==> src/hdl/fpa_pkg.sv <==
// shared types, operation codes and helpers for the fixed point alu
`default_nettype none
package fpa_pkg;

    localparam logic [3:0] OP_ADD      = 4'd0;
    localparam logic [3:0] OP_SUB      = 4'd1;
    localparam logic [3:0] OP_MUL      = 4'd2;
    localparam logic [3:0] OP_DIV      = 4'd3;
    localparam logic [3:0] OP_MIN      = 4'd4;
    localparam logic [3:0] OP_MAX      = 4'd5;
    localparam logic [3:0] OP_INC      = 4'd6;
    localparam logic [3:0] OP_DEC      = 4'd7;
    localparam logic [3:0] OP_TO_INT   = 4'd8;
    localparam logic [3:0] OP_FROM_INT = 4'd9;

    localparam logic [31:0] SAT_POS = 32'h7fff_ffff;
    localparam logic [31:0] SAT_NEG = 32'h8000_0000;

    // per item control carried down the pipeline
    typedef struct packed {
        logic [3:0]  op;
        logic        lt;
        logic        eq;
        logic        gt;
        logic        neg;
        logic        dz;
        logic [31:0] simple;
        logic        simple_ovf;
        logic [63:0] prod;
        logic [31:0] rem;
        logic [31:0] dvs;
    } ctl_t;

    // saturated signed value from sign and magnitude, overflow in the top bit
    function automatic logic [32:0] from_mag(input logic neg, input logic [63:0] mag);
        logic [32:0] r;
        if (neg) begin
            if (mag > {32'd0, SAT_NEG}) r = {1'b1, SAT_NEG};
            else r = {1'b0, 32'd0 - mag[31:0]};
        end else begin
            if (mag > {32'd0, SAT_POS}) r = {1'b1, SAT_POS};
            else r = {1'b0, mag[31:0]};
        end
        return r;
    endfunction

    // saturate a 33-bit signed sum
    function automatic logic [32:0] clamp33(input logic [32:0] s);
        logic [32:0] r;
        if (s[32] != s[31]) r = {1'b1, (s[32] ? SAT_NEG : SAT_POS)};
        else r = {1'b0, s[31:0]};
        return r;
    endfunction

endpackage
`default_nettype wire

==> src/hdl/fpa_front.sv <==
// input stage: decode, compare, simple results, magnitude product, divider setup
`default_nettype none
module fpa_front #(
    parameter int FRAC_BITS = 8
) (
    input  wire logic                     aclk,
    input  wire logic                     aresetn,
    input  wire logic                     in_valid,
    output logic                          in_ready,
    input  wire logic [3:0]               in_op,
    input  wire logic signed [31:0]       in_a,
    input  wire logic signed [31:0]       in_b,
    output logic                          out_valid,
    input  wire logic                     out_ready,
    output fpa_pkg::ctl_t                 out_ctl,
    output logic [32+FRAC_BITS-1:0]       out_nq
);
    import fpa_pkg::*;

    logic                     v_reg;
    ctl_t                     ctl_reg, ctl_next;
    logic [32+FRAC_BITS-1:0]  nq_reg, nq_next;

    logic [31:0] mag_a, mag_b, ti;
    logic [63:0] fi;
    logic [32:0] r33;

    assign in_ready = !v_reg || out_ready;

    // magnitudes and the simple results
    always_comb begin
        mag_a = in_a[31] ? 32'd0 - in_a : in_a;
        mag_b = in_b[31] ? 32'd0 - in_b : in_b;
        fi    = {32'd0, mag_a} << FRAC_BITS;
        ti    = mag_a >> FRAC_BITS;
        r33   = 33'd0;
        unique case (in_op)
            OP_ADD:      r33 = clamp33({in_a[31], in_a} + {in_b[31], in_b});
            OP_SUB:      r33 = clamp33({in_a[31], in_a} - {in_b[31], in_b});
            OP_INC:      r33 = clamp33({in_a[31], in_a} + 33'd1);
            OP_DEC:      r33 = clamp33({in_a[31], in_a} - 33'd1);
            OP_MIN:      r33 = {1'b0, (in_a < in_b) ? in_a : in_b};
            OP_MAX:      r33 = {1'b0, (in_a > in_b) ? in_a : in_b};
            OP_TO_INT:   r33 = {1'b0, in_a[31] ? 32'd0 - ti : ti};
            OP_FROM_INT: r33 = from_mag(in_a[31], fi);
            default:     r33 = 33'd0;
        endcase
        ctl_next.op         = in_op;
        ctl_next.lt         = in_a < in_b;
        ctl_next.eq         = in_a == in_b;
        ctl_next.gt         = in_a > in_b;
        ctl_next.neg        = in_a[31] ^ in_b[31];
        ctl_next.dz         = (in_op == OP_DIV) && (in_b == 32'sd0);
        ctl_next.simple     = r33[31:0];
        ctl_next.simple_ovf = r33[32];
        ctl_next.prod       = {32'd0, mag_a} * {32'd0, mag_b};
        ctl_next.rem        = 32'd0;
        ctl_next.dvs        = mag_b;
        nq_next             = {mag_a, {FRAC_BITS{1'b0}}};
    end

    // stage valid
    always_ff @(posedge aclk) begin
        if (!aresetn) v_reg <= 1'b0;
        else if (in_ready) v_reg <= in_valid;
    end

    // stage payload
    always_ff @(posedge aclk) begin
        if (in_ready && in_valid) begin
            ctl_reg <= ctl_next;
            nq_reg  <= nq_next;
        end
    end

    assign out_valid = v_reg;
    assign out_ctl   = ctl_reg;
    assign out_nq    = nq_reg;

endmodule
`default_nettype wire

==> config.mk <==
export PLATFORM = sky130hd
export DESIGN_NAME = fpa_front
export DESIGN_NICKNAME = d
export VERILOG_FILES = /design/src/hdl/fpa_pkg.sv /design/src/hdl/fpa_front.sv
export SDC_FILE = /design/constraint.sdc
export NUM_CORES = 2
export LEC_CHECK = 0
export ABC_CLOCK_PERIOD_IN_PS = 20500
export BUFFER_PORTS_ARGS = -buffer_cell sky130_fd_sc_hd__buf_2
export CAP_MARGIN = 40
export CORE_MARGIN = 4
export CORE_UTILIZATION = 25
export CTS_CLUSTER_SIZE = 24
export DETAILED_ROUTE_END_ITERATION = 8
export GPL_TIMING_DRIVEN = 0
export SLEW_MARGIN = 20
export SYNTH_ARGS = -nofsm -noshare
export SYNTH_HDL_FRONTEND = slang
export SYNTH_SLANG_ARGS = --single-unit
export TNS_END_PERCENT = 20
==> constraint.sdc <==
create_clock -name aclk -period 20.5 [get_ports aclk]
set_input_delay 4.1 -clock aclk [delete_from_list [all_inputs] [get_ports aclk]]
set_output_delay 4.1 -clock aclk [all_outputs]
set_load 0.1 [all_outputs]
[Yosys cells after proc, flatten, opt, wreduce, memory -nomap -nowiden]
Cells that the tools add are included.
Storage, ports and cells
  input bits: 72
  memories: 0
  bits in read-only memories: 0
  bits in writable memories: 0
  output and inout bits: 212
  register bits: 171
  latch bits: 0
Operators by class
  multiply operators: 1
  divide/modulo/power cells: 0
  equality and inequality tests: 13
  shifts and indexed selects: 0
  bitwise gates (word level): 1
  reductions and logical operators: 6
  multiplexer cells: 17
  $add $sub $neg: 8
  $lt $le $gt $ge: 4
Operators with widths (count)
  $mux W32: 9
  $pmux W33 S8: 1
  $mux W33: 7
  $sub A1 B32 Y32 const A: 3
  $mul A32 B32 Y64: 1
  $gt A40 B31 Y1 const B: 1
  $gt A40 B32 Y1 const B: 1
  $add A32 B2 Y33 const B: 1
  $add A32 B32 Y33: 1
  $sub A32 B2 Y33 const B: 1
  $sub A32 B32 Y33: 1
  $eq A32 B32 Y1: 1
  $gt A32 B32 Y1: 1
  $logic_not A32 Y1: 1
  $lt A32 B32 Y1: 1
  $sub A1 B24 Y25 const A: 1
  $eq A4 B3 Y1 const B: 4
  $eq A4 B4 Y1 const B: 2
  $eq A4 B1 Y1 const B: 1
  $eq A4 B2 Y1 const B: 1
  $logic_not A4 Y1: 1
  $ne A1 B1 Y1: 4
  $logic_and A1 B1 Y1: 2
  $logic_not A1 Y1: 1
  other kinds (2): 2

[Logic depth before layout (Yosys ltp)]
  depth after elaboration: 6
  mapped depth: 40
  gate-level depth less buffers: 35

[Worst setup path before layout]
No wires, ideal clock.
  path kind: input to register
  start: in in_a[31]
  end: reg ctl_reg (netlist bit out_ctl[125]) (data pin)
  data arrival time: 13572 ps
  library setup time: 274 ps
  required time: 20226 ps
  stages: 35
  path slack: 6654 ps
  path buffers: 9
  cell sequence: buf_1 clkbuf_1 clkbuf_1 clkbuf_1 buf_1 buf_1 nand2_1 xor2_1 clkbuf_1 clkbuf_1 nor2_1 fa_1 inv_1 fa_1 fa_1 fa_1 inv_1 fa_1 fa_1 fa_1 inv_1 fa_1 inv_1 ha_1 clkbuf_1 nand3_1 nor4b_1 o211ai_1 a31oi_1 a31oi_1 o31ai_1 a41o_1 a221oi_1 o41ai_1 xor2_1
RTL lines
  from (decl): RTL line fpa_front.sv:11  | input wire logic signed [31:0] in_a,
  to (signal assigned): RTL line fpa_front.sv:71  | ctl_reg <= ctl_next;
  to (decl): RTL line fpa_front.sv:21  | ctl_t ctl_reg, ctl_next;

==> reports/results.md <==
| Step | Quantity | This run |
| --- | --- | --- |
| hold path | Class of the most critical hold timing path | register to register |
| cells and area | # fillers | 20500 |
| cts | CTS buffer count | 17 |
| sta | Final count of pins violating max slew | 0 |
| sta | Final setup TNS | 0 ns |
| cts | Total number of clock tree sinks | 171 |
| grt | Maximum number of pins on one net before global-route repair | 50 |
| sta | RSZ-0062 raised after global routing | no |
| sta | Worst Tran Pin Value | 0.977 ns |
| cts | Post-CTS setup buffer count | 0 |
| cts | Worst-path clk slew | 0.09 ns |
| grt | First-pass GRT wire length | 324000 um |
| cells and area | Commonest non-fill, non-tap cell in the layout | sky130_fd_sc_hd__inv_1 |
| drt | Initial drt markers | 4537 |
| drt | Remaining DRCs | 0 |
| sta | Endpoints failing setup | 0 |
| logic synthesis | Post-synthesis cell count | 5625 |
| logic synthesis | Async SR Flop Fraction | 0% |
| worst setup path | Most used cell, CP | sky130_fd_sc_hd__fa_1 |
| grt | Global routing usage summed across all routing layers | 22.7% |
| drt | Detail-routed via count per cell | 5.08 |
| drt | Count of vias placed by the detailed router | 43700 |
| cts | Number of gates resized after CTS | 0 |
| logic synthesis | Synthesized area divided by synthesized cell count | 8.55 um2 |
| cells and area | # nets final | 7382 |
| cells and area | Fraction of layout cells with a size suffix above 1 | 9.38% |
| die | Die Width | 447 um |
| drt | Pre-Repair DR Iteration Count | 6 |
| worst setup path | Cell at the slowest stage of the critical path | sky130_fd_sc_hd__buf_1 |
| logic synthesis | Synthesis warning total | 0 |
| placed design | Detailed Place HPWL | 193000 um |
| grt | Most utilized layer in the global route result | met2 |
| worst setup path | Depth of the worst register-to-register path | 4 |
| logic synthesis | Prevailing post-synth register cell | sky130_fd_sc_hd__edfxtp_1 |
| worst setup path | Data arrival time of the critical path | 18.05 ns |
| logic synthesis | Flops & latches, synth | 171 |
| hold path | Worst hold endpoint | out_valid |
| worst setup path | Startpoint type of the worst setup path | primary input |
| grt | Number of antenna violations at the first check in global routing | 13 |
| worst setup path | Max FO, Critical Path | 10 |
| die | Placement Rows | 160 |
| logic synthesis | Sequential element share of the synthesized area | 10.7% |
| sta | Clock skew after layout | 0.0109 ns |
| placed design | Buffers on Ports | 243 |
| grt | Via count of the first global-routing pass | 44900 |
| sta | Highest attainable clock frequency | 0.0565 GHz |
| worst setup path | Type of the worst setup path | primary input to register |
| die | Height of the chip | 447 um |
| hold path | Hold Path Origin | out_valid |
| cells and area | Top library cells by usage in the layout, fill and taps aside | sky130_fd_sc_hd__inv_1 (1017), sky130_fd_sc_hd__fa_1 (898), sky130_fd_sc_hd__nor2_1 (756) |
| worst setup path | Data required time of the worst path | 20.86 ns |
| logic synthesis | Synthesized area | 48100 um2 |
| cts | Clock root buffer | sky130_fd_sc_hd__clkbuf_16 |
| grt | GR Util met1 | 28.8% |
| drt | Count of antenna-violating nets left after detailed routing | 0 |
| drt | Post-detailed-route wirelength per cell | 26.5 um |
| grt | Met3 usage in global routing | 5.05% |
| worst setup path | Sort of element at the end of the critical path | register |
| sta | Final Hold Vio Count | 0 |
| cts | Latest clock arrival within the worst-skew pair | 0.57 ns |
| sta | Ratio of final minimum period to clock period | 86.3% |
| status | Result of the run | completed |
| sta | Normalized max-slew margin | 34.8% |
| cts | CTS tree | done |
| cts | Buffer levels on the longest clock path | 2 |
| drt | Total wirelength of the detailed-routed design | 228000 um |
| worst setup path | Worst R2R Setup Slack | 18.43 ns |
| cts | Depth of the CTS H-tree | 4 |
| die | Number of ports placed on the die boundary | 284 |
| cells and area | Layout overhead on the synthesized area | 14.8% |
| sta | Minimum clock period after layout | 17.70 ns |
| grt | Final global-route overflow total | 0 |
| run | Maxcap violations | 0 |
| placed design | Weighted congestion reported at the end of routability-driven placement | 1.01 |
| worst setup path | Startpoint of the worst register-to-register path | out_valid |
| die | Starting Density | 25.2% |
| grt | GR met2 Demand/Resource | 35.4% |
| logic synthesis | Number of distinct library cells after synthesis | 94 |
| cts | Hold buffer count at CTS | 0 |
| logic synthesis | Post-synth EDFFs | 170 |
| die | Die outline area | 200000 um2 |
| hold path | Worst Hold Depth | 2 |
| die | Area of the core | 191000 um2 |
| worst setup path | CP max stage delay | 0.69 ns |
| worst setup path | Endpoint of the worst-slack reg-to-reg timing path | out_nq[35] |
[metal layers]
layer,routed length [um],vias up
li1,-,18600
met1,89800,22200
met2,101000,2402
met3,21100,567
met4,16000,4
met5,22,-
[cell usage after synthesis, types with 30 or more instances]
cell | instances | area (um2)
sky130_fd_sc_hd__a21o_1 | 59 | 443
sky130_fd_sc_hd__a21oi_1 | 234 | 1170
sky130_fd_sc_hd__and2_1 | 30 | 188
sky130_fd_sc_hd__buf_1 | 36 | 135
sky130_fd_sc_hd__buf_4 | 42 | 315
sky130_fd_sc_hd__clkbuf_1 | 284 | 1070
sky130_fd_sc_hd__edfxtp_1 | 170 | 5100
sky130_fd_sc_hd__fa_1 | 898 | 18000
sky130_fd_sc_hd__ha_1 | 338 | 4230
sky130_fd_sc_hd__inv_1 | 1017 | 3820
sky130_fd_sc_hd__mux2i_1 | 57 | 571
sky130_fd_sc_hd__nand2_1 | 594 | 2230
sky130_fd_sc_hd__nand3_1 | 79 | 395
sky130_fd_sc_hd__nand4_1 | 51 | 319
sky130_fd_sc_hd__nor2_1 | 756 | 2840
sky130_fd_sc_hd__nor3_1 | 62 | 310
sky130_fd_sc_hd__nor4_1 | 31 | 194
sky130_fd_sc_hd__o21ai_0 | 133 | 666
sky130_fd_sc_hd__o21bai_1 | 31 | 233
sky130_fd_sc_hd__o221ai_1 | 31 | 272
sky130_fd_sc_hd__xnor2_1 | 186 | 1630
sky130_fd_sc_hd__xor2_1 | 67 | 587
[cell type report]
cell class	count	area (um2)	area share, %
tap	2511	3140	5.69
clock inverter	15	195	0.354
sequential	171	5120	9.28
antenna	6	15.0	0.0272
inverter	1040	3900	7.07
clock buffer	17	425	0.771
timing repair buffer	391	2910	5.27
multi-input combinational	4083	37900	68.7
buffer	370	1590	2.87
[worst max-delay path: cells and delay by family]
family          cells  cell delay, ns
buf+inv            18            6.08
fa+ha+maj           9            4.35
compound gates      9            2.64
xor+xnor            2            0.53
simple gates        2            0.30
[worst max-delay path by stage]
stage | from | to | slack, ns | depth (start not counted)
floorplan | in_a[31] | out_ctl[125] | 6.65 | 35
global placement | in_a[0] | out_ctl[127] | 0.31 | 34
detailed placement | in_a[31] | out_ctl[127] | 1.93 | 38
CTS | in_a[31] | out_ctl[127] | 2.56 | 38
global route | in_a[0] | out_ctl[127] | 2.28 | 43
finish | in_a[31] | out_ctl[123] | 2.80 | 40
[kinds of logic (layout without fill, tap and decap cells)]
| logic type | count (synthesis) | after routing | synth area share, % |
|---|---|---|---|
| AO/OA/AOI/OAI | 746 | 746 | 10.3 |
| AND/OR/NAND/NOR | 1747 | 1747 | 15.6 |
| multiplexers | 59 | 59 | 1.23 |
| other | 1 | 46 | 0.00780 |
| adder cells (fa/ha/maj) | 1236 | 1236 | 46.2 |
| buffers and inverters | 1410 | 1833 | 11.4 |
| XOR/XNOR | 255 | 255 | 4.67 |
| flip-flops | 171 | 171 | 10.7 |
[flip-flops by register name (all words and copies together), names as in the netlist]
name / flops
out_ctl: 138
out_nq: 32
out_valid: 1
[per-stage QoR]
stage | std cells | hold WS (ns) | utilization [%] | area (um2) | worst slack, ns
floorplan | 5664 | 1.78 | - | 48300 | 6.65
global placement | 8418 | 0.503 | 27.6 | 52600 | 0.310
detailed placement | 8547 | 0.541 | 28.5 | 54400 | 1.93
CTS | 8579 | 0.554 | 28.8 | 55000 | 2.56
global route | 8601 | 0.590 | 28.9 | 55200 | 2.28
finish | 8604 | 0.540 | 28.9 | 55200 | 2.80
Power is left out: the tool's default activity adds up to more than one toggle a clock period on the data nets, which glitch-free logic cannot reach.
