===== src/hdl/fpa_pkg.sv =====
// shared types, operation codes and helpers for the fixed point alu
`default_nettype none
package fpa_pkg;

    localparam logic [3:0] OP_ADD      = 4'd0;
    localparam logic [3:0] OP_SUB      = 4'd1;
    localparam logic [3:0] OP_MUL      = 4'd2;
    localparam logic [3:0] OP_DIV      = 4'd3;
    localparam logic [3:0] OP_MIN      = 4'd4;
    localparam logic [3:0] OP_MAX      = 4'd5;
    localparam logic [3:0] OP_INC      = 4'd6;
    localparam logic [3:0] OP_DEC      = 4'd7;
    localparam logic [3:0] OP_TO_INT   = 4'd8;
    localparam logic [3:0] OP_FROM_INT = 4'd9;

    localparam logic [31:0] SAT_POS = 32'h7fff_ffff;
    localparam logic [31:0] SAT_NEG = 32'h8000_0000;

    // per item control carried down the pipeline
    typedef struct packed {
        logic [3:0]  op;
        logic        lt;
        logic        eq;
        logic        gt;
        logic        neg;
        logic        dz;
        logic [31:0] simple;
        logic        simple_ovf;
        logic [63:0] prod;
        logic [31:0] rem;
        logic [31:0] dvs;
    } ctl_t;

    // saturated signed value from sign and magnitude, overflow in the top bit
    function automatic logic [32:0] from_mag(input logic neg, input logic [63:0] mag);
        logic [32:0] r;
        if (neg) begin
            if (mag > {32'd0, SAT_NEG}) r = {1'b1, SAT_NEG};
            else r = {1'b0, 32'd0 - mag[31:0]};
        end else begin
            if (mag > {32'd0, SAT_POS}) r = {1'b1, SAT_POS};
            else r = {1'b0, mag[31:0]};
        end
        return r;
    endfunction

    // saturate a 33-bit signed sum
    function automatic logic [32:0] clamp33(input logic [32:0] s);
        logic [32:0] r;
        if (s[32] != s[31]) r = {1'b1, (s[32] ? SAT_NEG : SAT_POS)};
        else r = {1'b0, s[31:0]};
        return r;
    endfunction

endpackage
`default_nettype wire


===== src/hdl/fpa_back.sv =====
// output stage: rounding and saturation of multiply and divide, result register
`default_nettype none
module fpa_back #(
    parameter int FRAC_BITS = 8
) (
    input  wire logic                     aclk,
    input  wire logic                     aresetn,
    input  wire logic                     in_valid,
    output logic                          in_ready,
    input  wire fpa_pkg::ctl_t            in_ctl,
    input  wire logic [32+FRAC_BITS-1:0]  in_nq,
    output logic                          out_valid,
    input  wire logic                     out_ready,
    output logic signed [31:0]            out_value,
    output logic                          out_lt,
    output logic                          out_eq,
    output logic                          out_gt,
    output logic                          out_dz,
    output logic                          out_ovf
);
    import fpa_pkg::*;

    logic        v_reg;
    logic [31:0] value_reg, value_next;
    logic        lt_reg, eq_reg, gt_reg, dz_reg, ovf_reg, ovf_next;
    logic [63:0] pr, qm, qd;
    logic        rnd;
    logic [32:0] r33;

    assign in_ready = !v_reg || out_ready;

    // final result selection
    always_comb begin
        pr  = in_ctl.prod + (64'd1 << (FRAC_BITS - 1));
        qm  = pr >> FRAC_BITS;
        rnd = {in_ctl.rem, 1'b0} >= {1'b0, in_ctl.dvs};
        qd  = 64'(in_nq) + {63'd0, rnd};
        unique case (in_ctl.op)
            OP_MUL:  r33 = from_mag(in_ctl.neg, qm);
            OP_DIV:  r33 = in_ctl.dz ? 33'd0 : from_mag(in_ctl.neg, qd);
            default: r33 = {in_ctl.simple_ovf, in_ctl.simple};
        endcase
        value_next = r33[31:0];
        ovf_next   = r33[32];
    end

    always_ff @(posedge aclk) begin
        if (!aresetn) v_reg <= 1'b0;
        else if (in_ready) v_reg <= in_valid;
    end

    always_ff @(posedge aclk) begin
        if (in_ready && in_valid) begin
            value_reg <= value_next;
            ovf_reg   <= ovf_next;
            lt_reg    <= in_ctl.lt;
            eq_reg    <= in_ctl.eq;
            gt_reg    <= in_ctl.gt;
            dz_reg    <= in_ctl.dz;
        end
    end

    assign out_valid = v_reg;
    assign out_value = value_reg;
    assign out_lt    = lt_reg;
    assign out_eq    = eq_reg;
    assign out_gt    = gt_reg;
    assign out_dz    = dz_reg;
    assign out_ovf   = ovf_reg;

endmodule
`default_nettype wire


===== config.mk =====
export PLATFORM = sky130hd
export DESIGN_NAME = fpa_back
export DESIGN_NICKNAME = d
export VERILOG_FILES = /design/src/hdl/fpa_pkg.sv /design/src/hdl/fpa_back.sv
export SDC_FILE = /design/constraint.sdc
export NUM_CORES = 1
export LEC_CHECK = 0
export BUFFER_PORTS_ARGS = -buffer_cell sky130_fd_sc_hd__buf_2
export CORE_ASPECT_RATIO = 1.25
export CORE_MARGIN = 2
export CORE_UTILIZATION = 50
export CTS_BUF_LIST = sky130_fd_sc_hd__clkbuf_8
export CTS_CLUSTER_DIAMETER = 100
export DETAILED_ROUTE_END_ITERATION = 7
export GPL_TIMING_DRIVEN = 0
export PLACE_DENSITY = 0.79
export SLEW_MARGIN = 20
export SYNTH_ARGS = -nofsm -noshare
export SYNTH_HDL_FRONTEND = slang
export SYNTH_SLANG_ARGS = --single-unit
export TNS_END_PERCENT = 30

===== constraint.sdc =====
create_clock -name aclk -period 6.5 [get_ports aclk]
set_clock_uncertainty 0.1 [all_clocks]
set_input_delay 0.325 -clock aclk [delete_from_list [all_inputs] [get_ports aclk]]
set_output_delay 0.325 -clock aclk [all_outputs]
set_load 0.005 [all_outputs]

== Word-level counts from Yosys, hierarchy flattened ==
Index checks and enable logic that the tools add are counted.

* Register bits: 38
* Output and inout port bits: 39
* Word-level logic and storage cells: 29

* $add $sub $neg: 4
* $lt $le $gt $ge: 5
* Eq/ne operators: 2
* Multiplexer cells: 8
* Reductions and logical operators: 3

{| class="wikitable"
|+ Operators with widths
! kind !! number
|-
| 33-bit 2-to-1 mux || 7
|-
| 33-bit case mux with 2 select lines || 1
|-
| 64-bit by 8-bit adder with 64-bit output, second input constant || 1
|-
| 1-bit by 32-bit subtractor with 32-bit output, first input constant || 2
|-
| 56-bit by 31-bit greater-than comparator with 1-bit output, second input constant || 1
|-
| 56-bit by 32-bit greater-than comparator with 1-bit output, second input constant || 1
|-
| 40-bit by 1-bit adder with 41-bit output || 1
|-
| 41-bit by 31-bit greater-than comparator with 1-bit output, second input constant || 1
|-
| 41-bit by 32-bit greater-than comparator with 1-bit output, second input constant || 1
|-
| 33-bit by 32-bit >= comparator with 1-bit output || 1
|-
| 4-bit by 2-bit equality test with 1-bit output, second input constant || 2
|-
| 1-bit logical AND || 1
|-
| 1-bit zero test || 1
|-
| 1-bit logical OR || 1
|}

== Depth between registers and ports, before layout ==
Gate-level depths: netlist (run 1).

* Depth in word-level cells: 7
* Depth in mapped cells: 27

== Worst setup path after synthesis (run 1) ==
Ideal clock, no wire load.

* Kind: input-to-reg
* Start point: input in_ctl[1] (netlist bit)
* End point: register value_reg[13], in the netlist out_value[13], data pin
* Library setup time: 0.152 ns
* Arrival: 4.992 ns
* Setup slack: 1.255 ns
* Stages: 27
* Buffers on the path: 2
* Path through: inv_1 > ha_1 > nor2b_1 > o21a_1 > o21a_1 > o21a_1 > o21a_1 > o21a_1 > o21ai_0 > nand2_1 > a21oi_1 > o311ai_0 > ha_1 > ha_1 > ha_1 > nand4b_1 > or4b_2 > nor3_1 > o2111ai_1 > nor4_1 > nand4b_1 > and2_0 > clkbuf_1 > clkbuf_1 > a221oi_1 > a21oi_1 > o21ai_0

* Longest elaborated chain between the ends: 7

{| class="wikitable"
|+ RTL lines
! element !! RTL line !! source
|-
| from (decl) || fpa_back.sv:10 || <nowiki>input wire fpa_pkg::ctl_t in_ctl,</nowiki>
|-
| 33-bit by 32-bit >= comparator with 1-bit output (*) || fpa_back.sv:36 || <nowiki>rnd = {in_ctl.rem, 1'b0} >= {1'b0, in_ctl.dvs};</nowiki>
|-
| 40-bit by 1-bit adder with 41-bit output (*) || fpa_back.sv:37 || <nowiki>qd = 64'(in_nq) + {63'd0, rnd};</nowiki>
|-
| 41-bit by 31-bit greater-than comparator with 1-bit output, or another cell as far along || fpa_pkg.sv:41 || <nowiki>if (mag > {32'd0, SAT_POS}) r = {1'b1, SAT_POS};</nowiki>
|-
| 33-bit 2-to-1 mux (on tied branches) || fpa_pkg.sv:41, fpa_pkg.sv:38 ||
|-
| 33-bit 2-to-1 mux (*) || fpa_pkg.sv:37 || <nowiki>if (neg) begin</nowiki>
|-
| 33-bit 2-to-1 mux (*) || fpa_back.sv:40 || <nowiki>OP_DIV: r33 = in_ctl.dz ? 33'd0 : from_mag(in_ctl.neg, qd);</nowiki>
|-
| 33-bit case mux with 2 select lines (*) || fpa_back.sv:38 || <nowiki>unique case (in_ctl.op)</nowiki>
|-
| named net r33[13] || fpa_back.sv:28 || <nowiki>logic [32:0] r33;</nowiki>
|-
| to (signal assigned) || fpa_back.sv:54 || <nowiki>value_reg <= value_next;</nowiki>
|-
| to (decl) || fpa_back.sv:24 || <nowiki>logic [31:0] value_reg, value_next;</nowiki>
|}

Mark *: on every way through the listed nets, which the timed path passes. The rest lies on a longest branch.
A chain may end at the register's enable or synchronous reset.

== Final worst setup path (run 1) ==
* Start point: input in_ctl[1] (netlist bit)
* End point: register value_reg[6], in the netlist out_value[6], data pin

The elaborated chain is that of the path after synthesis.

==> results of run 1 <==
==> flip-flops by register name (all words and copies together) (netlist names) <==
register / count
out_dz: 1
out_eq: 1
out_gt: 1
out_lt: 1
out_ovf: 1
out_valid: 1
out_value: 32
==> report_power, final <==
part           internal [mW]  switching, mW  leakage, nW  total [mW]
Sequential             0.289        0.00568        0.369       0.295
Clock                  0.112         0.0920       0.0607       0.204
Combinational          0.156          0.220         3.04       0.376
Total                  0.557          0.318         3.47       0.875
==> synth_stat cells, types with 35 or more instances <==
master / count
nand4_1: 53
inv_1: 54
edfxtp_1: 37
xor2_1: 39
o21ai_0: 35
ha_1: 38
clkbuf_1: 41
nand3_1: 67
nand2_1: 95
xnor2_1: 78
nor2_1: 63
nor3_1: 43
==> cells by family (layout without fill, tap and decap cells) <==
| group | count (synthesis) | count (layout) | synth area share [%] |
|---|---|---|---|
| other | 0 | 1 | 0 |
| muxes | 8 | 8 | 1.18 |
| adders and majority gates | 38 | 38 | 6.48 |
| DFF | 38 | 38 | 15.4 |
| AOI/OAI and AO/OA | 218 | 218 | 21.7 |
| buffers and inverters | 115 | 351 | 6.22 |
| and+or+nand+nor | 473 | 473 | 35.0 |
| xor gates and xnor gates | 117 | 117 | 14.0 |
==> what timing repair did <==
action / 4_1_cts / 5_1_grt
buffers inserted: 0 / 0
setup endpoints to repair: 0 / 20
resized for setup: 0 / 6
==> worst max-delay path by stage <==
stage | depth (start not counted) | end | slack, ns
final | 27 | out_value[6] | 0.31
after global routing | 25 | out_value[6] | -0.01
after CTS | 27 | out_value[6] | 0.08
after detailed placement | 27 | out_value[6] | -0.20
after global placement | 27 | out_value[6] | -0.23
after floorplan | 27 | out_value[13] | 1.26
==> metal layers <==
layer  up-vias  wire, µm  track usage [%]
met4         0      1130             14.2
met2       421     12800             55.3
li1       4315         -                -
met5         -         0                0
met3        86      1780             3.05
met1      4096     10100             38.8
==> through the flow <==
step	cells	TNS, ns	util (%)
after floorplan	1007	0	-
after global placement	1412	-0.872	60.6
after detailed placement	1413	-0.750	60.8
after CTS	1421	0	61.5
after global routing	1422	-0.0134	61.7
final	1422	0	61.7
==> layout make-up <==
cell class | instances | area (µm²) | area share (%)
antenna | 1 | 2.50 | 0.0283
buffer | 61 | 255 | 2.89
clock buffer | 5 | 68.8 | 0.778
clock inverter | 3 | 37.5 | 0.424
inverter | 54 | 203 | 2.29
multi-input combinational | 854 | 5770 | 65.2
sequential | 38 | 1130 | 12.8
tap | 178 | 223 | 2.52
timing repair buffer | 228 | 1160 | 13.1
==> run summary, run 1 <==
Die width - 112 µm
Netlist Area Pre-Place - 7340 µm²
Clock root buffer - clkbuf_8
Post-DP Area - 8720 µm²
R2r endpoint - out_value[3]
Reg2reg setup slack - 5.20 ns
Register area share after synthesis - 15.4%
Slowest cell delay on critical path - 0.54 ns
Routed vias - 8918
Vias in the first global route - 8285
CTS H-Tree Depth - 2
Slew @ Worst Pin - 0.847 ns
PD cells - 98.9 nW/µm²
Chip height - 139 µm
Via density - 6.27
Initial antenna violation count - 1
Core area - 14300 µm²
Critical Path RT - 6.45 ns
Clock Pin Slew Worst Setup and Hold Paths - 0.09 ns
Leakage - 3.47 nW
Synth Area per Inst - 7.29 µm²
Most frequent cells in the layout - buf_2, nand2_1, xnor2_1, nand3_1, nor2_1
Crit path max-delay family - simple AND/OR/NAND/NOR gates
Mapped Nets - 1259
Io pins - 253
Hold Path Stages - 1
Hold path start - in_ctl[163]
Final setup margin - 0.310 ns
Layout cells sized above 1 - 22.1%
Area growth from synthesis to layout - 20.6%
Gr usage total - 31.5%
Worst slack at placement - -0.196 ns
Fill count - 1408
Startpoint Class - input port
Rows - 49
Worst Path Arrival - 6.14 ns
EDFF count, synth - 37
Crit path kind - input port to flop
Largest cells by area after synthesis - edfxtp_1, xnor2_1, ha_1
Grt total ovfl - 0
TritonCTS clock tree - done
CP max-delay cell - nor3_2
DRT iter0 DRCs - 878
Crit path from - in_ctl[1]
GPL Wtd Cong - 0.971
R2R Path Start - out_valid
Finished Cell Area - 8850 µm²
Final Hold Viols - 0
Most common cell after layout, fill and taps aside - buf_2
Yosys cell types - 71
Max transition margin - 43.1%
First-pass GRT wire length - 40800 µm
CTS Buf Count - 5
Die area - 15700 µm²
Area leader, netlist - edfxtp_1
Setup violations, final - 0
Tightest Hold Check Type - input port to flop
Synth Register Bits - 38
Most frequent CP cell - o21a_1
Worst Hold Endpoint - out_gt
Largest net degree at the start of global routing - 34
Fin. max-slew vios - 0
Async S/R FF share, synth - 0%
Crit end category - flop
Gate Count Post-Synth - 1007
Worst hold margin - 0.0975 ns
Starting Density - 51.1%
Max rail drop VDD - 0.0000596 V
CP Max Fanout - 10
WL final - 25800 µm
Status - completed
Clock period minus worst slack - 6.19 ns
Worst skew pair latency - 0.29 ns
Max Cap Viol - 0
Detailed Place HPWL - 21200 µm
Sink Count - 38
Synth Warn # - 0
Synth Flop Type - edfxtp_1
Clock tree buffer depth - 2
CP Buf/Inv Count - 4
Final Cycle Share - 95.2%
Drt wl/cell - 18.2 µm
Power Total - 875 µW
IO buf count - 227
DR DRC count - 0
Hold_buf cts - 0
Layout Nets - 1494
Reg2Reg Depth - 3
1st-pass router iterations - 5
ANT nets after route - 0
Synth top area share - 15.1%
Max Clock Freq - 162 MHz
Note: power is estimated with default switching activity, not from simulation.
==> run 2, diff against run 1 <==
MAX_ROUTING_LAYER = met4   (was not set)
==> run 2 against run 1 <==
Effect of this change:
- clock-buffer cell count is 1 higher
- final cell count increased by 0.28%
- non-clock buffer count rose by 5
- sequential share of layout area about the same
- register-to-register slack about the same
- fmax about the same
- design area up 0.24%
- sequential power barely moved
- global-route usage grew 1.2 points
==> run summary, run 2 (synthesis results as in run 1) <==
Die area - 15700 µm²
R2r endpoint - out_value[11]
R2R Path Start - out_valid
Setup violations, final - 0
CTS H-Tree Depth - 2
Worst skew pair latency - 0.30 ns
Combinational power share - 44.4%
Max Clock Freq - 162 MHz
Largest register FFs - 32
CP Buf/Inv Count - 4
Drt wl/cell - 18.3 µm
Chip height - 139 µm
Levels on crit path - 28
Hold_buf cts - 0
Most frequent CP cell - o21a_1
Max rail drop VDD - 0.0000759 V
Leakage - 3.49 nW
Tightest Hold Check Type - input port to flop
Finished Layout Cells - 1426
Crit end category - flop
Max transition margin - 43.9%
Rows - 49
Crit path max-delay family - compound AO/OA/AOI/OAI gates
Reg2reg setup slack - 5.19 ns
CP max-delay cell - or4b_2
CP Max Fanout - 10
Core area - 14300 µm²
Hold Path Stages - 1
TNS Setup - 0 ns
Ant diodes - 0
Clock root buffer - clkbuf_8
1st-pass router iterations - 6
Startpoint Class - input port
DR DRC count - 0
Slew @ Worst Pin - 0.835 ns
CTS Buf Count - 5
Slowest cell delay on critical path - 0.67 ns
Final Hold Viols - 0
DRT iter0 DRCs - 683
NetSw - 319 µW
Reg power frac - 34.8%
Largest net degree at the start of global routing - 34
Post-DP Area - 8720 µm²
Reg2Reg Depth - 3
Final Cycle Share - 95.2%
Finished Cell Area - 8870 µm²
Vias in the first global route - 8339
ANT nets after route - 0
RSZ-0062 raised after global routing - no
Post-Place Cells - 1413
IO buf count - 227
Most common cell after layout, fill and taps aside - buf_2
Final core occ - 61.8%
Crit path kind - input port to flop
Switching part of the total - 37.6%
Clock tree buffer depth - 2
Clock Pin Slew Worst Setup and Hold Paths - 0.08 ns
Die width - 112 µm
Starting Density - 51.1%
Detailed Place HPWL - 21400 µm
Sink Count - 38
Worst slack at placement - -0.227 ns
Fin. max-slew vios - 0
Area growth from synthesis to layout - 20.9%
Worst Hold Endpoint - out_gt
Hold path start - in_ctl[163]
Most frequent cells in the layout - buf_2, nand2_1, xnor2_1, nand3_1, nor2_1
Gr usage total - 32.7%
Final setup margin - 0.311 ns
Worst Path Arrival - 6.19 ns
Grt total ovfl - 0
TritonCTS clock tree - done
PD cells - 95.7 nW/µm²
Via density - 6.31
GPL Wtd Cong - 0.981
Initial antenna violation count - 0
WL final - 26100 µm
Status - completed
Clock period minus worst slack - 6.19 ns
Routed vias - 8999
Layout cells sized above 1 - 22.6%
Layout Nets - 1499
Max Cap Viol - 0
Io pins - 253
First-pass GRT wire length - 40900 µm
Critical Path RT - 6.50 ns
Power Internal - 530 µW
Clock Power Share - 20.8%
## run 2: per-layer routing
| layer | track usage, % | share of wire (%) | vias to the layer above |
|---|---|---|---|
| met2 | 55.8 | 49 | 466 |
| met3 | 3.01 | 7.5 | 88 |
| li1 | - | - | 4322 |
| met5 | - | 0 | - |
| met1 | 39.2 | 39 | 4123 |
| met4 | 14.1 | 4.4 | 0 |
## run 2: worst max-delay path by stage
stage / slack, ns / to / from
after floorplan: 1.26 / out_value[13] / in_ctl[1]
after global placement: -0.31 / out_value[6] / in_ctl[1]
after detailed placement: -0.23 / out_value[6] / in_ctl[1]
after CTS: 0.04 / out_value[6] / in_ctl[1]
after global routing: 0.02 / out_value[13] / in_ctl[1]
final: 0.31 / out_value[13] / in_ctl[1]
## run 2: per-stage QoR
step | total power, mW | hold slack (ns)
CTS | 0.838 | 0.0913
global route | 0.891 | 0.0924
finish | 0.849 | 0.0919
global placement | 0.659 | 0.401
detailed placement | 0.667 | 0.404
floorplan | 0.507 | 0.324
## run 2: power groups by stage
stage | Combinational (mW) | Sequential, mW | Clock [mW]
floorplan | 0.206 | 0.302 | 0
global placement | 0.358 | 0.301 | 0
detailed placement | 0.367 | 0.300 | 0
CTS | 0.369 | 0.295 | 0.174
global route | 0.413 | 0.296 | 0.182
finish | 0.377 | 0.295 | 0.177
## run 2: area by class of cell
class	instances	area [µm²]
flip-flops and latches	38	1130
clock inverters	2	8.76
repair buffers	233	1190
multi-input cells	854	5770
inverters	54	203
plain buffers	61	256
clock buffers	6	82.6
well taps	178	223
fillers	1414	5480
## run 2: what timing repair did
item / 4_1_cts / 5_1_grt
gates resized for setup: 0 / 8
endpoints found under the hold margin: 0 / 0
buffers inserted: 0 / 5
setup endpoints to repair: 0 / 22
