===== src/hdl/fpa_pkg.sv =====
// shared types, operation codes and helpers for the fixed point alu
`default_nettype none
package fpa_pkg;

    localparam logic [3:0] OP_ADD      = 4'd0;
    localparam logic [3:0] OP_SUB      = 4'd1;
    localparam logic [3:0] OP_MUL      = 4'd2;
    localparam logic [3:0] OP_DIV      = 4'd3;
    localparam logic [3:0] OP_MIN      = 4'd4;
    localparam logic [3:0] OP_MAX      = 4'd5;
    localparam logic [3:0] OP_INC      = 4'd6;
    localparam logic [3:0] OP_DEC      = 4'd7;
    localparam logic [3:0] OP_TO_INT   = 4'd8;
    localparam logic [3:0] OP_FROM_INT = 4'd9;

    localparam logic [31:0] SAT_POS = 32'h7fff_ffff;
    localparam logic [31:0] SAT_NEG = 32'h8000_0000;

    // per item control carried down the pipeline
    typedef struct packed {
        logic [3:0]  op;
        logic        lt;
        logic        eq;
        logic        gt;
        logic        neg;
        logic        dz;
        logic [31:0] simple;
        logic        simple_ovf;
        logic [63:0] prod;
        logic [31:0] rem;
        logic [31:0] dvs;
    } ctl_t;

    // saturated signed value from sign and magnitude, overflow in the top bit
    function automatic logic [32:0] from_mag(input logic neg, input logic [63:0] mag);
        logic [32:0] r;
        if (neg) begin
            if (mag > {32'd0, SAT_NEG}) r = {1'b1, SAT_NEG};
            else r = {1'b0, 32'd0 - mag[31:0]};
        end else begin
            if (mag > {32'd0, SAT_POS}) r = {1'b1, SAT_POS};
            else r = {1'b0, mag[31:0]};
        end
        return r;
    endfunction

    // saturate a 33-bit signed sum
    function automatic logic [32:0] clamp33(input logic [32:0] s);
        logic [32:0] r;
        if (s[32] != s[31]) r = {1'b1, (s[32] ? SAT_NEG : SAT_POS)};
        else r = {1'b0, s[31:0]};
        return r;
    endfunction

endpackage
`default_nettype wire


===== src/hdl/fpa_div_cell.sv =====
// one restoring division step, one quotient bit per cell
`default_nettype none
module fpa_div_cell #(
    parameter int NW = 40
) (
    input  wire logic           aclk,
    input  wire logic           aresetn,
    input  wire logic           in_valid,
    output logic                in_ready,
    input  wire fpa_pkg::ctl_t  in_ctl,
    input  wire logic [NW-1:0]  in_nq,
    output logic                out_valid,
    input  wire logic           out_ready,
    output fpa_pkg::ctl_t       out_ctl,
    output logic [NW-1:0]       out_nq
);
    import fpa_pkg::*;

    logic           v_reg;
    ctl_t           ctl_reg, ctl_next;
    logic [NW-1:0]  nq_reg, nq_next;
    logic [32:0]    shifted, diff;
    logic           ge;

    assign in_ready = !v_reg || out_ready;

    // shift in the next dividend bit and try the subtract
    always_comb begin
        shifted  = {in_ctl.rem, in_nq[NW-1]};
        diff     = shifted - {1'b0, in_ctl.dvs};
        ge       = shifted >= {1'b0, in_ctl.dvs};
        ctl_next = in_ctl;
        ctl_next.rem = ge ? diff[31:0] : shifted[31:0];
        nq_next  = {in_nq[NW-2:0], ge};
    end

    always_ff @(posedge aclk) begin
        if (!aresetn) v_reg <= 1'b0;
        else if (in_ready) v_reg <= in_valid;
    end

    always_ff @(posedge aclk) begin
        if (in_ready && in_valid) begin
            ctl_reg <= ctl_next;
            nq_reg  <= nq_next;
        end
    end

    assign out_valid = v_reg;
    assign out_ctl   = ctl_reg;
    assign out_nq    = nq_reg;

endmodule
`default_nettype wire


===== config.mk =====
export PLATFORM = sky130hd
export DESIGN_NAME = fpa_div_cell
export DESIGN_NICKNAME = d
export VERILOG_FILES = /design/src/hdl/fpa_pkg.sv /design/src/hdl/fpa_div_cell.sv
export SDC_FILE = /design/constraint.sdc
export NUM_CORES = 1
export LEC_CHECK = 0
export BUFFER_PORTS_ARGS = -buffer_cell sky130_fd_sc_hd__buf_2
export CAP_MARGIN = 20
export CORE_AREA = 2 2 166 168
export CTS_CLUSTER_DIAMETER = 50
export DETAILED_ROUTE_END_ITERATION = 8
export DIE_AREA = 0 0 168 170
export SLEW_MARGIN = 10
export SYNTH_ARGS = -nofsm -noshare
export SYNTH_HDL_FRONTEND = slang
export SYNTH_SLANG_ARGS = --single-unit

===== constraint.sdc =====
create_clock -name aclk -period 5.9 [get_ports aclk]
set_input_delay 0.59 -clock aclk [delete_from_list [all_inputs] [get_ports aclk]]
set_output_delay 0.59 -clock aclk [all_outputs]
set_load 0.01 [all_outputs]

Word-level counts from Yosys, hierarchy flattened. Index checks and enable logic that the tools add are counted.

Register bits after elaboration: 211. Latch bits: 0. RAM bits: 0. Memory bits (read-only): 0. Output and inout port bits: 212. Memories: 0.

Add/sub/neg operators: 1. Multiply operators: 0. Div/mod/pow operators: 0. Order comparisons: 1. Equality and inequality tests: 0. Shift-type cells: 0. Multiplexer cells: 1. Bitwise gates (word level): 0. Reduce and logical (&&, ||, !) cells: 3.

Operators by type and width (number): 33-bit by 32-bit >= comparator with 1-bit output (1); 32-bit two-way mux (1); 32-bit subtractor (1); 1-bit logical AND (1); 1-bit logical NOT (1); 1-bit logical OR (1).

Depth between registers and ports, before layout. Gate-level depths: netlist of run 1.

Depth in word-level cells: 3. Mapped depth: 13. Depth with buffers taken out: 12.

Least setup slack after synthesis of run 1. Ideal clock, no wire load.

Kind: input port to flip-flop. Start point: input port out_ready. End point: register ctl_reg, in the netlist out_ctl[0], enable pin. Library setup time: 0.597 ns. Arrival: 5.589 ns. Required time: 5.303 ns. Slack: -0.286 ns. Stages: 2. Path buffers: 0. Path through: nand2b_1 -> and2_1.

Word-level cells in the longest chain between the ends: 2.

RTL lines: start: declaration (RTL line fpa_div_cell.sv:13) `input wire logic out_ready,`; 1-bit logical OR (RTL line fpa_div_cell.sv:25) `assign in_ready = !v_reg || out_ready;`; 1-bit logical AND (RTL line fpa_div_cell.sv:43) `if (in_ready && in_valid) begin`; end signal: assignment (RTL line fpa_div_cell.sv:44) `ctl_reg <= ctl_next;`; end: declaration (RTL line fpa_div_cell.sv:20) `ctl_t ctl_reg, ctl_next;`.

Every way passes these cells. A chain may end at the register's enable or synchronous reset.

==> results of run 1 <==
-- synthesized netlist by cell type (2+ instances only) --
master    number  area, sq um
a211oi_1       3         22.5
inv_1         39          146
nor3_1         2         10.0
nor2b_1        2         12.5
xor2_1        12          105
mux2_2         6         67.6
o211ai_1       4         30.0
a211o_1        2         17.5
o21a_1         6         45.0
edfxtp_1     210         6310
nand4_1        7         43.8
o41ai_1        2         17.5
o21ai_0       15         75.1
mux2_1         4         45.0
nor2_1        37          139
nand2_1       28          105
mux2i_1        2         20.0
xnor2_1       15          131
nor4_1         4         25.0
a31oi_1        2         12.5
ha_1          32          400
and2_1         3         18.8
nand3_1        8         40.0
buf_2          4         20.0
a21oi_1       55          275
o22ai_1        2         12.5
a21o_1        13         97.6
buf_4          3         22.5
nand2b_1       5         31.3
o21bai_1       3         22.5
clkbuf_1       8         30.0
-- area by class of cell --
type / count / area (sq um)
Fill cell: 2448 / 14500
Inverter: 39 / 146
Timing Repair Buffer: 429 / 2190
Clock inverter: 20 / 308
Antenna cell: 4 / 10.0
Clock buffer: 35 / 769
Sequential cell: 211 / 6330
Multi-Input combinational cell: 291 / 2000
Tap cell: 341 / 427
-- cells by family (layout without fill, tap and decap cells) --
logic type | count (synthesis) | in the layout | share of synthesized area (%)
AO/OA/AOI/OAI | 119 | 119 | 8.78
XOR/XNOR | 27 | 27 | 2.77
adder cells (fa/ha/maj) | 33 | 33 | 4.92
buffers and inverters | 54 | 523 | 2.56
flip-flops | 211 | 211 | 74.1
multiplexers | 12 | 12 | 1.55
other | 0 | 4 | 0
AND/OR/NAND/NOR | 100 | 100 | 5.32
-- power groups by stage --
stage / logic [mW] / clock network (mW) / registers, mW
2_1_floorplan: 0.237 / 0 / 1.90
3_3_place_gp: 0.552 / 0 / 1.84
3_5_place_dp: 0.555 / 0 / 1.84
4_1_cts: 0.560 / 1.95 / 1.81
5_1_grt: 0.607 / 2.00 / 1.82
6_report: 0.554 / 1.90 / 1.81
-- metal layers --
metal,track usage (%),wire length [um],vias to the layer above
met1,19.9,10000,2989
met2,31.9,13700,290
met3,6.37,2400,65
met5,0,76,-
met4,6.96,1080,14
li1,-,-,3000
-- worst max path at each step --
stage               start               endpoint  slack (ps)
4_1_cts         in_ctl[0]  out_ctl[62]$_DFFE_PP_        2610
2_1_floorplan   out_ready   out_ctl[0]$_DFFE_PP_        2080
3_3_place_gp   in_ctl[18]  out_ctl[42]$_DFFE_PP_        2150
5_1_grt         in_nq[39]  out_ctl[62]$_DFFE_PP_        2360
3_5_place_dp    in_ctl[0]  out_ctl[62]$_DFFE_PP_        2050
6_report        in_ctl[0]  out_ctl[62]$_DFFE_PP_        2610
-- stage by stage --
stage / power (mW) / std cells / cell area (sq um)
2_1_floorplan: 2.14 / 556 / 8540
3_3_place_gp: 2.39 / 1310 / 11100
3_5_place_dp: 2.39 / 1310 / 11100
4_1_cts: 4.32 / 1365 / 12100
5_1_grt: 4.42 / 1366 / 12200
6_report: 4.26 / 1370 / 12200
-- worst max-delay path: stages --
cell and delay, ps:
buf_2 120, ha_1 230, fa_1 410, nand2b_1 180
a21oi_1 160, o2111ai_1 220, o311a_1 390, a21oi_1 300
a21oi_1 190, o41ai_1 360, xor2_1 110, mux2_1 300
-- state kept, by name (all words and copies together) (netlist names) --
| name | cells |
|---|---|
| out_ctl | 170 |
| out_nq | 40 |
| out_valid | 1 |
==> metrics.md, run 1 <==
| Metric | Value |
|---|---|
| Status | `finished clean` |
| Via-to-Cell Ratio | `roughly 4.6` |
| Reg2Reg Capture Point | `out_ctl[49]$_DFFE_PP_` |
| Synth cell types | `a little under 50` |
| Setup slack, reg-to-reg | `3730 ps` |
| Worst vdd ir | `215 uV` |
| Power share of the sequential group | `42.4%` |
| Final worst-path cycle share | `55.7%` |
| Post-synthesis sequential area ratio | `74.1%` |
| Clock power frac | `44.6%` |
| Leading cell type in the layout, fill and taps excluded | `buf_2` |
| Hold Crit Depth | `1` |
| Post-Syn Nets | `roughly 800` |
| Final Hold Fails | `0` |
| Setup Skew | `approximately 11 ps` |
| Hpwl dp | `between 20,000 and 25,000 um` |
| Max Cap Viol | `0` |
| Hold path startpoint | `in_ctl[132]` |
| GRT overflow | `0` |
| Die height | `170 um` |
| Total clock sinks | `211` |
| Postcts setup bufs | `0` |
| Core Util, Final | `45.7%` |
| DIE AREA | `28,600 sq um` |
| CTS Buf Count | `30` |
| Area delta synth->final | `42.6%` |
| Clock Path Buffers | `3` |
| CP Launch Type | `input port` |
| Die Wd | `~170 um` |
| Cell count after synthesis | `556` |
| Req. time, crit path | `6200 ps` |
| Logic pwr share | `13.0%` |
| CTS tree | `yes` |
| Port bufs | `425` |
| Largest net degree at the start of global routing | `128` |
| Main flop type after synthesis | `edfxtp_1` |
| Pre-CTS WS | `2050 ps` |
| Total GRT Usage | `between 15 and 20%` |
| Flops & latches, synth | `211` |
| Final setup margin | `2610 ps` |
| DRC errors left | `0` |
| Worst Hold Slack | `210 ps` |
| Share of flip-flops with an asynchronous set or reset | `0%` |
| Worst Path Max Fanout | `3` |
| R2R cell count | `4` |
| Commonest cells after routing, fill and taps aside | `425 x buf_2, 210 x edfxtp_1, 55 x a21oi_1, 39 x inv_1, 37 x nor2_1` |
| Number of synthesized flops with an enable pin | `210` |
| Hold Crit Endpoint | `out_ctl[132]$_DFFE_PP_` |
| Layout cell share with drive strength beyond 1 | `47.7%` |
| RSZ-0062 raised after global routing | `false` |
| Synth warnings | `0` |
| Critical path type | `input port to flop` |
| Io pins | `426` |
| RR Startpoint | `out_valid$_SDFFE_PN0N_` |
| GPL Wtd Cong | `about 0.87` |
| Clock root cell | `clkbuf_16` |
| Nets | `1,249` |
| Routed length per instance | `19.9 um` |
| Starting density of the core | `32.0%` |
| Cell row count | `60` |
| Leakage | `roughly 5.3 nW` |
| Crit. End Element | `flop` |
| Syn Area/Cell | `about 15 sq um` |
| Clock latency on the worst-skew pair | `roughly 550 ps` |
| H-tree depth | `1` |
| Slew Limit Fails | `0` |
| Initial antenna violation count | `12` |
| Fmax achieved | `0.304 GHz` |
| Slew headroom | `52.1%` |
| PwrDens | `350 nW/um^2` |
| Post-CTS sizing | `0` |
| WL final | `27,300 um` |
| Fin crit period | `about 3300 ps` |
| Sw Pwr | `1.04 mW` |
| Clock transition at path regs | `60 ps` |
| WP data arrival | `3580 ps` |
| Mapped Area | `8540 sq um` |
| Cts hold-fix bufs | `0` |
| Initial DRT Pass Iterations | `5` |
| Core Area | `26,700 sq um` |
| Global-route wire length before repair | `38,700 um` |
| Cell Int Power | `approximately 3.2 mW` |
| Via count | `6,358` |
| Worst-Margin Slew | `719 ps` |
| Starting DRT DRC Count | `341` |
| Setup_tns | `0 ps` |
| Vias in the first global route | `about 6,300` |
| Final setup fails | `0` |
| Hold WC Path Type | `input port to flop` |
| Antenna-violating nets left | `0` |
| Sw Ratio | `24.4%` |
(Power assumes the default switching activity.)
==> inputs of run 2 (changes only) <==
ABC_AREA = 1   (was default)
PLACE_DENSITY = 0.66   (was default)
clock period = 2.95 ns   (was 5.9 ns; I/O delays follow)
==> metrics.md, run 2 <==
| Metric | Value |
|---|---|
| Core Util, Final | `55.7% (+10 points)` |
| Pre-CTS WS | `-8.50 ps (-2060 ps)` |
| Crit path max-delay family | `simple AND/OR/NAND/NOR gates` |
| Post-CTS sizing | `0 (unchanged)` |
| Status | `finished clean` |
| Critical path's slowest cell | `nor2_4` |
| Final Hold Fails | `0 (unchanged)` |
| Hpwl dp | `25,100 um (+18%)` |
| Max FFs per register | `170 (unchanged)` |
| Slew headroom | `33.3% (-19 points)` |
| Via-to-Cell Ratio | `4.56 (-1.8%)` |
| Io pins | `426 (unchanged)` |
| Worst vdd ir | `494 uV (+130%)` |
| Area delta synth->final | `55.7%` |
| Clock latency on the worst-skew pair | `550 ps (about the same)` |
| WP data arrival | `2990 ps (-590 ps)` |
| Total GRT Usage | `23.6% (+5.6 points)` |
| Postcts setup bufs | `0 (unchanged)` |
| Register Area | `6330 sq um (about the same)` |
| RSZ-0062 raised after global routing | `false` |
| Slew Limit Fails | `0 (unchanged)` |
| Sw Ratio | `27.3% (+2.9 points)` |
| Antenna-violating nets left | `0 (unchanged)` |
| Cell Int Power | `6.14 mW (+90%)` |
| Design Area, Final | `14,800 sq um (+22%)` |
| Clock transition at path regs | `60 ps (about the same)` |
| Core Area | `26,700 sq um (unchanged)` |
| Setup Skew | `13.0 ps (+1.89 ps)` |
| Initial antenna violation count | `10 (-2)` |
| CTS Buf Count | `30 (unchanged)` |
| Mapped Area | `9540 sq um (+12%)` |
| Total clock sinks | `211 (unchanged)` |
| GRT overflow | `0 (unchanged)` |
| Sw Pwr | `2.31 mW (+120%)` |
| CP most frequent cell | `nand2_1` |
| Final Total Pwr | `8.44 mW (+98%)` |
| Cell row count | `60 (unchanged)` |
| Clock root cell | `clkbuf_16` |
| Commonest cells after routing, fill and taps aside | `425 x buf_2, 278 x nand2_1, 210 x edfxtp_1, 178 x dlygate4sd3_1, 151 x inv_1` |
| Leakage | `7.13 nW (+34%)` |
| DIE AREA | `28,600 sq um (unchanged)` |
| GPL Wtd Cong | `0.881 (+0.84%)` |
| Worst Path Buf+Inv | `3 (+2)` |
| Worst-Margin Slew | `999 ps (+280 ps)` |
| Fmax achieved | `about 0.37 GHz` |
| Final setup margin | `259 ps (-2350 ps)` |
| Logic pwr share | `17.0% (+4.0 points)` |
| Area of the multi-input gates | `2570 sq um (+29%)` |
| Post-synthesis sequential area ratio | `66.3% (-7.8 points)` |
| Starting density of the core | `35.8% (+3.8 points)` |
| Post-Syn Nets | `1,115 (+39%)` |
| Flops & latches, synth | `211 (unchanged)` |
| Die Wd | `168 um (unchanged)` |
| Starting DRT DRC Count | `680 (+99%)` |
| WL final | `35,300 um (+29%)` |
| Req. time, crit path | `3250 ps (-2950 ps)` |
| Nets | `1,746 (+40%)` |
| Fin crit period | `2690 ps` |
| Synth cell types | `31 (-37%)` |
| Die height | `170 um (unchanged)` |
| H-tree depth | `1 (unchanged)` |
| DRC errors left | `0 (unchanged)` |
| Final setup fails | `0 (unchanged)` |
| Final worst-path cycle share | `91.2%` |
| Top post-synthesis cells by count | `278 x nand2_1, 210 x edfxtp_1, 151 x inv_1, 51 x nand3_1, 37 x nor2_1` |
| Cell count after synthesis | `868 (+56%)` |
| Worst path cell trace | `dlygate4sd3_1, buf_2, inv_1, ha_1, nand2_1, nor2_1, nand2_1, nor2_1, nand2_1, nand3_2, nor2_4, nand2_8, nand2_1, nand2_1` |
| CP max stage delay | `540 ps (+130 ps)` |
| Number of synthesized flops with an enable pin | `210 (unchanged)` |
| Crit. End Element | `flop` |
| Share of flip-flops with an asynchronous set or reset | `0% (unchanged)` |
| Yosys top cell area share | `66.1% (-7.7 points)` |
| Synth warnings | `0 (unchanged)` |
| Setup_tns | `0 ps (unchanged)` |
| PwrDens | `569 nW/um^2 (+62%)` |
| CTS tree | `yes` |
| DP Area | `12,100 sq um (+9.3%)` |
| Hold WC Path Type | `input port to flop` |
| Vias in the first global route | `8,517 (+35%)` |
| Initial DRT Pass Iterations | `5 (unchanged)` |
| Max Cap Viol | `0 (unchanged)` |
| Fillers | `2,321 (-5.2%)` |
| Global-route wire length before repair | `50,500 um (+31%)` |
| Layout cell share with drive strength beyond 1 | `33.6% (-14 points)` |
| Clock power frac | `40.1% (-4.5 points)` |
| Power share of the sequential group | `42.9% (+0.5 points)` |
| Dpl cells | `1,629 (+24%)` |
| Leading area contributor after synthesis | `edfxtp_1` |
| Worst Path Max Fanout | `35 (+32)` |
| Top cells by area, synth | `edfxtp_1 66%, nand2_1 11%, inv_1 5.9%` |
| Leading cell type in the layout, fill and taps excluded | `buf_2` |
| Critical path type | `input port to flop` |
| Worst Hold Slack | `68.4 ps (-142 ps)` |
| Routed length per instance | `18.9 um (-5.3%)` |
| Via count | `8,529 (+34%)` |
| Largest net degree at the start of global routing | `107 (-16%)` |
| Main flop type after synthesis | `edfxtp_1` |
| Clock Path Buffers | `3 (unchanged)` |
| Count leader, synth | `nand2_1` |
| Syn Area/Cell | `11.0 sq um (-28%)` |
| CP Launch Type | `input port` |
| Finished Layout Cells | `1,872 (+37%)` |
| Port bufs | `425 (unchanged)` |
## run 2: cell types whose count changed in the layout (fill, tap and decap cells not counted), sizes merged, moves of 14 or more
cell	before	now
a21oi	55	22
dlygate4sd3	0	178
inv	44	163
nand2	28	283
nand3	8	68
o21ai	16	2
xnor2	15	1
## run 2: worst min-delay path: cells and delay by family
kind / cells / cell delay (ps)
AND/OR/NAND/NOR: 2 / 130
buffers and inverters: 1 / 90
## run 2: path summary, 6_finish.rpt
| path | from | endpoint | slack, ps | cells after the start |
|---|---|---|---|---|
| setup / recovery | in_ctl[14] | out_ctl[42]$_DFFE_PP_ | 260 | 14 |
| setup reg to reg | out_valid$_SDFFE_PN0N_ | out_ctl[103]$_DFFE_PP_ | 1500 | 2 |
| hold / removal | in_ctl[43] | out_ctl[44]$_DFFE_PP_ | 70 | 3 |
| hold reg to reg | out_valid$_SDFFE_PN0N_ | out_valid$_SDFFE_PN0N_ | 520 | 2 |
## run 2: logic make-up (layout without fill, tap and decap cells)
group / Yosys count / after routing / synth area share [%]
and+or+nand+nor: 420 / 421 / 19.7
DFF: 211 / 211 / 66.3
buffers and inverters: 164 / 818 / 6.91
adders and majority gates: 33 / 33 / 4.41
AOI/OAI and AO/OA: 26 / 26 / 1.42
xor gates and xnor gates: 14 / 14 / 1.29
other: 0 / 8 / 0
## run 2: power by group through the flow
stage	logic [mW]	registers (mW)	clock network, mW
after CTS	1.42	3.62	3.45
after global placement	1.21	3.67	0
after detailed placement	1.22	3.67	0
after floorplan	0.562	3.80	0
final	1.43	3.62	3.39
after global routing	1.57	3.63	3.59
## run 2: per-layer routing
layer  routed length, um  global-route usage (%)
met3                2650                    5.88
met2               17000                    40.6
met4                1550                    9.94
met5                  36                       0
met1               14000                    28.4
## run 2: what timing repair did
item,CTS,global route
hold buffers,178,0
endpoints found under the setup margin,0,33
endpoints found under the hold margin,178,0
## run 2: area by class of cell
class | instances | share of cell area (%)
multi-input combinational | 494 | 17.3
antenna | 8 | 0.135
tap | 341 | 2.87
timing repair buffer | 608 | 26.7
clock inverter | 19 | 1.05
sequential | 211 | 42.6
clock buffer | 37 | 5.38
inverter | 154 | 3.89
